$ cat src/design/mpre_pkg.sv
// Shared types and constants for the MED predictive residual encoder.
package mpre_pkg;

    localparam int CHANNELS = 4;
    localparam int SAMPLE_W = 8;
    localparam int WIDTH_W  = 11;
    localparam int HEIGHT_W = 16;
    localparam int CFG_IDX_W  = 1;
    localparam int CFG_DATA_W = 16;

    localparam logic [CFG_IDX_W-1:0] CFG_IMAGE_WIDTH  = 1'b0;
    localparam logic [CFG_IDX_W-1:0] CFG_IMAGE_HEIGHT = 1'b1;

    localparam logic [WIDTH_W-1:0]  WIDTH_RESET  = 11'd1024;
    localparam logic [HEIGHT_W-1:0] HEIGHT_RESET = 16'd1;

    typedef logic [SAMPLE_W-1:0] sample_t;
    typedef logic [CHANNELS-1:0][SAMPLE_W-1:0] pix_t;

endpackage

$ cat src/design/mpre_med.sv
// One channel of the median edge predictor and the lossy residual coder.
module mpre_med (
    input  mpre_pkg::sample_t a,
    input  mpre_pkg::sample_t b,
    input  mpre_pkg::sample_t c,
    input  mpre_pkg::sample_t v,
    output mpre_pkg::sample_t code
);
    import mpre_pkg::*;

    sample_t             mx;
    sample_t             mn;
    logic [SAMPLE_W:0]   sum;
    sample_t             pred;
    logic [SAMPLE_W:0]   diff;
    logic                neg;
    sample_t             mag;

    assign mx  = (a > b) ? a : b;
    assign mn  = (a > b) ? b : a;
    assign sum = {1'b0, a} + {1'b0, b} - {1'b0, c};

    always_comb
    begin
        if (c > mx)
        begin
            pred = mn;
        end
        else if (c < mn)
        begin
            pred = mx;
        end
        else
        begin
            pred = sum[SAMPLE_W-1:0];
        end
    end

    assign diff = {1'b0, v} - {1'b0, pred};
    assign neg  = diff[SAMPLE_W];
    assign mag  = neg ? SAMPLE_W'(-diff) : diff[SAMPLE_W-1:0];
    assign code = {mag[SAMPLE_W-1:1], neg};

endmodule
$ cat config.mk
export PLATFORM = sky130hd
export DESIGN_NAME = mpre_med
export DESIGN_NICKNAME = d
export VERILOG_FILES = /design/src/design/mpre_pkg.sv /design/src/design/mpre_med.sv
export SDC_FILE = /design/constraint.sdc
export NUM_CORES = 1
export LEC_CHECK = 0
export ABC_AREA = 0
export BUFFER_PORTS_ARGS = -buffer_cell sky130_fd_sc_hd__buf_2
export CORE_ASPECT_RATIO = 1.2
export CORE_MARGIN = 8
export CORE_UTILIZATION = 30
export DETAILED_ROUTE_END_ITERATION = 8
export GPL_TIMING_DRIVEN = 1
export MAX_ROUTING_LAYER = met4
export PLACE_DENSITY = 0.54
export RECOVER_POWER = 25
export REMOVE_ABC_BUFFERS = 1
export SLEW_MARGIN = 25
export SYNTH_ARGS = -nofsm -noshare
export SYNTH_HDL_FRONTEND = slang
export SYNTH_SLANG_ARGS = --single-unit
$ cat constraint.sdc
create_clock -name vclk -period 5.8
set_clock_uncertainty 0.1 [all_clocks]
set_input_delay 0.58 -clock vclk [all_inputs]
set_output_delay 0.58 -clock vclk [all_outputs]
set_load 0.01 [all_outputs]
; ---- Word-level counts from Yosys, hierarchy flattened
; Index checks and enable logic that the tools add are counted.
[word_totals]
ff_bits = 0
input_bits = 32
output_inout_bits = 8
wordCells = 12
[op_classes]
add_sub_neg = 4
magnitude_cmp = 3
n_mux = 5
[op_table]
columns = op, n
row1 = 8-bit two-way mux, 5
row2 = 8-bit greater-than comparator, 2
row3 = 8-bit by 8-bit subtractor with 9-bit output, 1
row4 = 8-bit adder, 1
row5 = 8-bit < comparator, 1
row6 = 8-bit negation, 1
row7 = 8-bit subtractor, 1

; ---- Longest topological paths before layout
; Gate-level depths: netlist of run 1.
[depth]
depth_word = 8
ltp_mapped = 26
ltp_nobuf = 25

; ---- Least setup slack after synthesis of run 1
; OpenSTA, ideal clock, no wires.
[synth_path]
path_kind = input to output
from = input b[1]
to = output code[7]
t_arrival_ps = 5270
t_required_ps = 5120
path_slack_ps = -150
path_stages = 25
path_cell_list = inv_1 ha_1 nor2b_1 o211ai_1 a21oi_1 o21ai_1 buf_2 nor2_1 a21oi_1 ha_1 a21o_1 a2111oi_2 nand2_1 o211ai_2 buf_6 o311a_1 nand2_1 ha_1 fa_1 nor2b_1 o31a_1 a21oi_1 or3_1 o31ai_1 xnor2_1
[synth_via]
elab_chain_cells = 8
elab_cells_between_ends = 12
[synth_rtl]
columns = item, line_no
row1 = from (decl), mpre_med.sv:4  ; input mpre_pkg::sample_t b,
row2 = 8-bit greater-than comparator, "mpre_med.sv:19, mpre_med.sv:20"
row3 = 8-bit two-way mux, mpre_med.sv:20  ; assign mn = (a > b) ? b : a;
row4 = 8-bit < comparator, mpre_med.sv:29  ; else if (c < mn)
row5 = 8-bit two-way mux, mpre_med.sv:29
row6 = 8-bit two-way mux (*), mpre_med.sv:25  ; if (c > mx)
row7 = 8-bit by 8-bit subtractor with 9-bit output (*), mpre_med.sv:39  ; assign diff = {1'b0, v} - {1'b0, pred};
row8 = 8-bit negation, mpre_med.sv:41  ; assign mag = neg ? SAMPLE_W'(-diff) : diff[SAMPLE_W-1:0];
row9 = 8-bit two-way mux (*), mpre_med.sv:41
row10 = to (decl), mpre_med.sv:7  ; output mpre_pkg::sample_t code
; Every way passes the cells marked *; elsewhere a longest branch is shown, timed or not.

; ---- Worst setup path in the final report of run 1
; Same ends and word-level chain as after synthesis.

==> flow_metrics.py, run 1 <==
metrics = {
    "status": {
        "run_status": "finished with violations",
        "failed_checks": "negative setup slack",
    },
    "detailed_routing": {
        "drtIter0Drc": 41,
        "drtAntennaViolNets": 0,
        "number_of_optimization_iterations_in_the_first_detailed_route_pass": 4,
        "drt-total-wl_um": 6122,
        "drc": 0,
        "avgViaCountPerCell": 4.855,
        "detailroute.via_count": 2175,
        "detail_route.wl_per_cell_um": 13.67,
    },
    "timing": {
        "finalCritPeriodShare_pct": 103.6,
        "relSlewSlack_pct": 75.71,
        "hold_viol_final": 0,
        "tns_ps": -1083,
        "fin_crit_ps": 6007,
        "setup_slack_ps": -207.2,
        "maxClockFrequency_mhz": 166.5,
        "grt_setup_unrepaired": "yes",
        "final_max_slew_viol_count": 0,
        "timing.final.setup_violations": 8,
        "worst_slew_pin_slew_ps": 359.6,
    },
    "layout": {
        "regArea_um2": 0,
        "nets": 448,
        "areaGrowthSynthToFinish_pct": 70.08,
        "drive_gt1_share_pct": 50.27,
        "n_antenna_cell": 0,
        "filler_cell_count": 601,
        "clk_buffers": 0,
        "n_sequential_cell": 0,
    },
    "yosys": {
        "post_synth_inst_count": 244,
        "synth.avg_cell_area_um2": 7.661,
        "ys_seq_area_share_pct": 0,
        "yosys.area_share.simple_pct": 13.79,
        "mappedNetlistArea_um2": 1869,
        "ys_types": 41,
        "synthesis.yosys.warnings": 0,
        "yosys-mux-area-fraction_pct": 11.24,
        "adder_cell_share_of_the_synthesized_area_pct": 35.34,
        "largest_family_of_logic_cells_by_synthesized_area": "adder cells",
        "synth_compound_gate_area_share_pct": 22.76,
        "post_synth_xor_area_fraction_pct": 7.965,
    },
    "global_route": {
        "first_pass_grt_wire_length_um": 9798,
        "grt_pass1_vias": 2273,
        "maximum_number_of_pins_on_one_net_before_global_route_repair": 9,
        "grt_remaining_overflow": 0,
        "grt_use_total_pct": 13.56,
        "grt_antenna_before_repair": 0,
    },
    "setup_path": {
        "critPathMaxFanout": 5,
        "critical_path.max_stage_delay_ps": 410,
        "critPathKind": "in -> out",
        "cp_data_required_time_ps": 5120,
        "endpoint_kind": "output pin",
        "timing.critical_path.slowest_stage_cell": "or3_4",
        "worst_ep_arrival_time_ps": 5330,
        "cp_common_cell": "a21oi_2",
        "critPathLaunchType": "input port",
    },
    "place": {
        "dp_hpwl_um": 4813,
        "final_wtd_congestion": 0.9151,
        "portBuffers": 40,
    },
    "power_and_ir_drop": {
        "total_power_w": 0.0009347,
        "vdd_ir_drop_max_mv": 0.2157,
        "leakage_nw": 1.579,
        "pwr_density_cell_nw_per_um2": 294.0,
    },
    "clocking": {
        "cts_hold_buf": 0,
    },
    "floorplanning": {
        "core_area_um2": 6051,
        "starting_density_pct": 30.89,
        "floorplan.die_area_um2": 9024,
        "die_width_um": 88.06,
        "rows": 31,
        "die-height_um": 102.5,
        "top_level_ports": 40,
    },
    "run": {
        "max_cap_viol_count": 0,
    },
    "hold_path": {
        "worstHoldPathType": "in -> out",
    },
}
==> layout by cell type, fill, tap and decap left out, drive strengths merged, types with 2 or more instances in the layout <==
cell type / instances
a21o: 3
a21oi: 18
buf: 126
fa: 8
ha: 40
inv: 36
mux2: 2
mux2i: 18
nand2: 16
nand3: 8
nand4: 4
nor2: 16
nor2b: 4
nor3: 3
o211ai: 4
o21a: 5
o21ai: 16
o21bai: 4
o311ai: 2
o31a: 4
o41ai: 2
or2: 2
xnor2: 14
xor2: 3
==> metrics by stage <==
step / hold WS [ps] / cell area [um^2] / util, % / setup WS, ps / std cells
6_report: 1633 / 3179 / 52.54 / -207.2 / 448
5_1_grt: 1678 / 3179 / 52.54 / -471.4 / 448
4_1_cts: 1642 / 2977 / 49.19 / -206.9 / 442
3_5_place_dp: 1646 / 2648 / 43.76 / -609.9 / 429
3_3_place_gp: 1620 / 2648 / 43.76 / -546.9 / 429
2_1_floorplan: 1322 / 1842 / - / -592.1 / 240
==> cells in the mapped netlist, types with 4 or more instances <==
cell / instances / area, um^2
o21ai_1: 7 / 35.03
ha_1: 40 / 500.5
nor2_1: 15 / 56.30
nand3_1: 8 / 40.04
xnor2_1: 14 / 122.6
a21oi_1: 18 / 90.09
o21bai_1: 4 / 30.03
nand2_1: 16 / 60.06
o31a_1: 4 / 35.03
mux2i_1: 18 / 180.2
o21a_1: 5 / 37.54
nor2b_1: 4 / 25.02
inv_1: 36 / 135.1
fa_1: 8 / 160.2
o21ai_0: 8 / 40.04
==> cells by family after synthesis <==
| kind of cell | after synthesis |
|---|---|
| muxes | 20 |
| AOI/OAI and AO/OA | 64 |
| buffers and inverters | 41 |
| xor gates and xnor gates | 17 |
| and+or+nand+nor | 54 |
| adders and majority gates | 48 |
==> path summary, 6_finish.rpt <==
check,startpoint,slack (ps),cells after the start,to
worst max-delay path,b[1],-210,26,code[7]
worst min-delay path,v[7],1630,5,code[7]
==> repair_timing <==
action / CTS / global route
setup endpoints to repair: 8 / 8
resized for setup: 47 / 32
pin swaps: 27 / 15
setup buffers: 13 / 6
==> per-layer routing <==
layer  vias to the layer above  routed length [um]  share of wire, %  global-route usage, %
met5                         -                   0                 0                      -
met4                         0                 123               2.0                  1.825
li1                       1108                   -                 -                      -
met1                      1006                2457                40                  14.61
met3                        10                 216               3.5                 0.2414
met2                        51                3324                54                  27.09
==> cell type report <==
cell class	count	area, um^2	share of cell area, %
repair buffers	126	894.6	28.14
multi-input cells	203	2039	64.15
well taps	82	102.6	3.227
inverters	37	142.6	4.486
==> worst max-delay path, delay by kind of cell <==
family          cells  cell delay [ps]
simple gates        5              850
fa+ha+maj           4             1020
xor+xnor            2              280
buf+inv             6              650
compound gates      8             1690
mux                 1              230
==> power by group <==
part / internal [W] / switching, W / total (W)
clock: 0 / 0 / 0
sequential: 0 / 0 / 0
combinational: 0.000491 / 0.000444 / 0.000935
Note: power is estimated with default switching activity, not from simulation.
==> inputs of run 2 (changes only) <==
- CORE_UTILIZATION: 30 -> 35
- PLACE_DENSITY: 0.54 -> 0.6
- RECOVER_POWER: 25 -> 50
==> flow_metrics.py, run 2 (synthesized netlist as in run 1, its figures left out) <==
metrics = {
    "status": {
        "run_status": "finished with violations",
        "failed_checks": "negative setup slack",
    },
    "setup_path": {
        "worst_ep_arrival_time_ps": 5410,
        "critPathMaxFanout": 6,
        "cp_data_required_time_ps": 5120,
        "critPathKind": "in -> out",
        "endpoint_kind": "output pin",
        "critPathLaunchType": "input port",
    },
    "layout": {
        "layout.cells.most_common": "buf_4",
        "regArea_um2": 0,
        "drive_gt1_share_pct": 49.46,
        "n_antenna_cell": 0,
        "final_cell_mix": "84 x buf_4, 38 x buf_2, 35 x inv_1",
        "final_core_utilization_pct": 60.44,
        "n_sequential_cell": 0,
        "areaGrowthSynthToFinish_pct": 68.94,
        "multiInputGateArea_um2": 2023,
        "nets": 452,
        "clk_buffers": 0,
        "filler_cell_count": 471,
    },
    "detailed_routing": {
        "drc": 0,
        "drtAntennaViolNets": 0,
        "wl_met2_um": 3463,
        "drtIter0Drc": 65,
        "wl_met1_um": 2388,
        "detailroute.via_count": 2209,
        "detail_route.wl_per_cell_um": 14.37,
        "drt-total-wl_um": 6207,
        "number_of_optimization_iterations_in_the_first_detailed_route_pass": 4,
        "avgViaCountPerCell": 5.113,
        "wl_met3_um": 239,
        "highest_layer": "met4",
    },
    "timing": {
        "finalCritPeriodShare_pct": 105.0,
        "hold_viol_final": 0,
        "worst_slew_pin_slew_ps": 431.9,
        "timing.hold.ws_ps": 1620,
        "final_max_slew_viol_count": 0,
        "fin_crit_ps": 6088,
        "setup_slack_ps": -287.9,
        "grt_setup_unrepaired": "yes",
        "maxClockFrequency_mhz": 164.3,
        "relSlewSlack_pct": 70.83,
        "timing.final.setup_violations": 8,
    },
    "floorplanning": {
        "starting_density_pct": 35.78,
        "die_width_um": 82.72,
        "top_level_ports": 40,
        "core_area_um2": 5225,
        "floorplan.die_area_um2": 7945,
        "rows": 29,
        "die-height_um": 96.06,
    },
    "global_route": {
        "grt_use_total_pct": 14.81,
        "grt_pass1_vias": 2263,
        "first_pass_grt_wire_length_um": 9411,
        "maximum_number_of_pins_on_one_net_before_global_route_repair": 10,
        "grt_antenna_before_repair": 0,
        "grt_remaining_overflow": 0,
    },
    "place": {
        "preCtsSetupSlack_ps": -579.1,
        "dp_hpwl_um": 4750,
        "portBuffers": 40,
        "final_wtd_congestion": 0.9220,
    },
    "hold_path": {
        "min_delay_path_depth": 5,
        "hold_path_end": "code[7]",
        "worstHoldPathType": "in -> out",
        "hp-start": "v[7]",
    },
    "power_and_ir_drop": {
        "total_power_w": 0.0009115,
        "vdd_ir_drop_max_mv": 0.1672,
        "pwr_density_cell_nw_per_um2": 288.6,
        "leakage_nw": 1.592,
    },
    "run": {
        "max_cap_viol_count": 0,
    },
}
-- run 2: changes by cell type in the layout (fill, tap and decap cells not counted), sizes merged --
cell  change
buf       +4
-- run 2: worst max path at each step --
stage               from       to  slack (ps)  cells past startpoint
finish              b[1]  code[1]        -290                     28
global route        b[1]  code[7]        -540                     26
CTS                 b[1]  code[1]        -250                     28
detailed placement  b[1]  code[6]        -580                     24
global placement    b[1]  code[6]        -550                     25
floorplan           b[1]  code[6]        -590                     22
-- run 2: routing by layer --
metal,up-vias,global-route usage (%)
li1,1121,-
met1,1021,14.95
met2,55,30.11
met3,12,0.5607
met4,0,2.450
met5,-,-
-- run 2: layout make-up --
type                            count  area share, %
Multi-Input combinational cell    203          64.06
Timing Repair Buffer              130          28.96
Inverter                           37          4.517
Tap cell                           62          2.456
-- run 2: power by group --
| group | total [W] | internal, W | switching, W |
|---|---|---|---|
| clock | 0 | 0 | 0 |
| combinational | 0.000911 | 0.000476 | 0.000435 |
| sequential | 0 | 0 | 0 |
-- run 2: timing repair --
action                     CTS  global route
setup buffers               20             6
hold buffers                 0             0
resized for setup           55            19
gates cloned                 0             0
pin swaps                   24            11
setup endpoints to repair    8             8
-- run 2: worst max-delay path, stage by stage --
cell and delay [ps]:
buf_8 100, inv_4 50, ha_4 190, nor2b_4 120
o211ai_1 290, a21oi_4 120, o21ai_4 190, buf_6 170
mux2i_4 270, ha_4 230, a21o_1 190, a21oi_2 170
inv_1 60, o31a_1 330, buf_6 160, o311a_1 320
nand2_1 70, ha_2 190, fa_2 210, nor2b_2 50
o31a_1 260, o31a_1 270, o21a_1 220, nor2_4 200
buf_4 160, nand2_1 40, o21ai_0 50, buf_2 150
-- run 2: metrics by stage --
step | TNS [ps] | cells | area [um^2]
2_1_floorplan | -3546 | 240 | 1842
3_3_place_gp | -3505 | 406 | 2600
3_5_place_dp | -3628 | 406 | 2600
4_1_cts | -1687 | 426 | 2995
5_1_grt | -3948 | 432 | 3158
6_report | -1983 | 432 | 3158
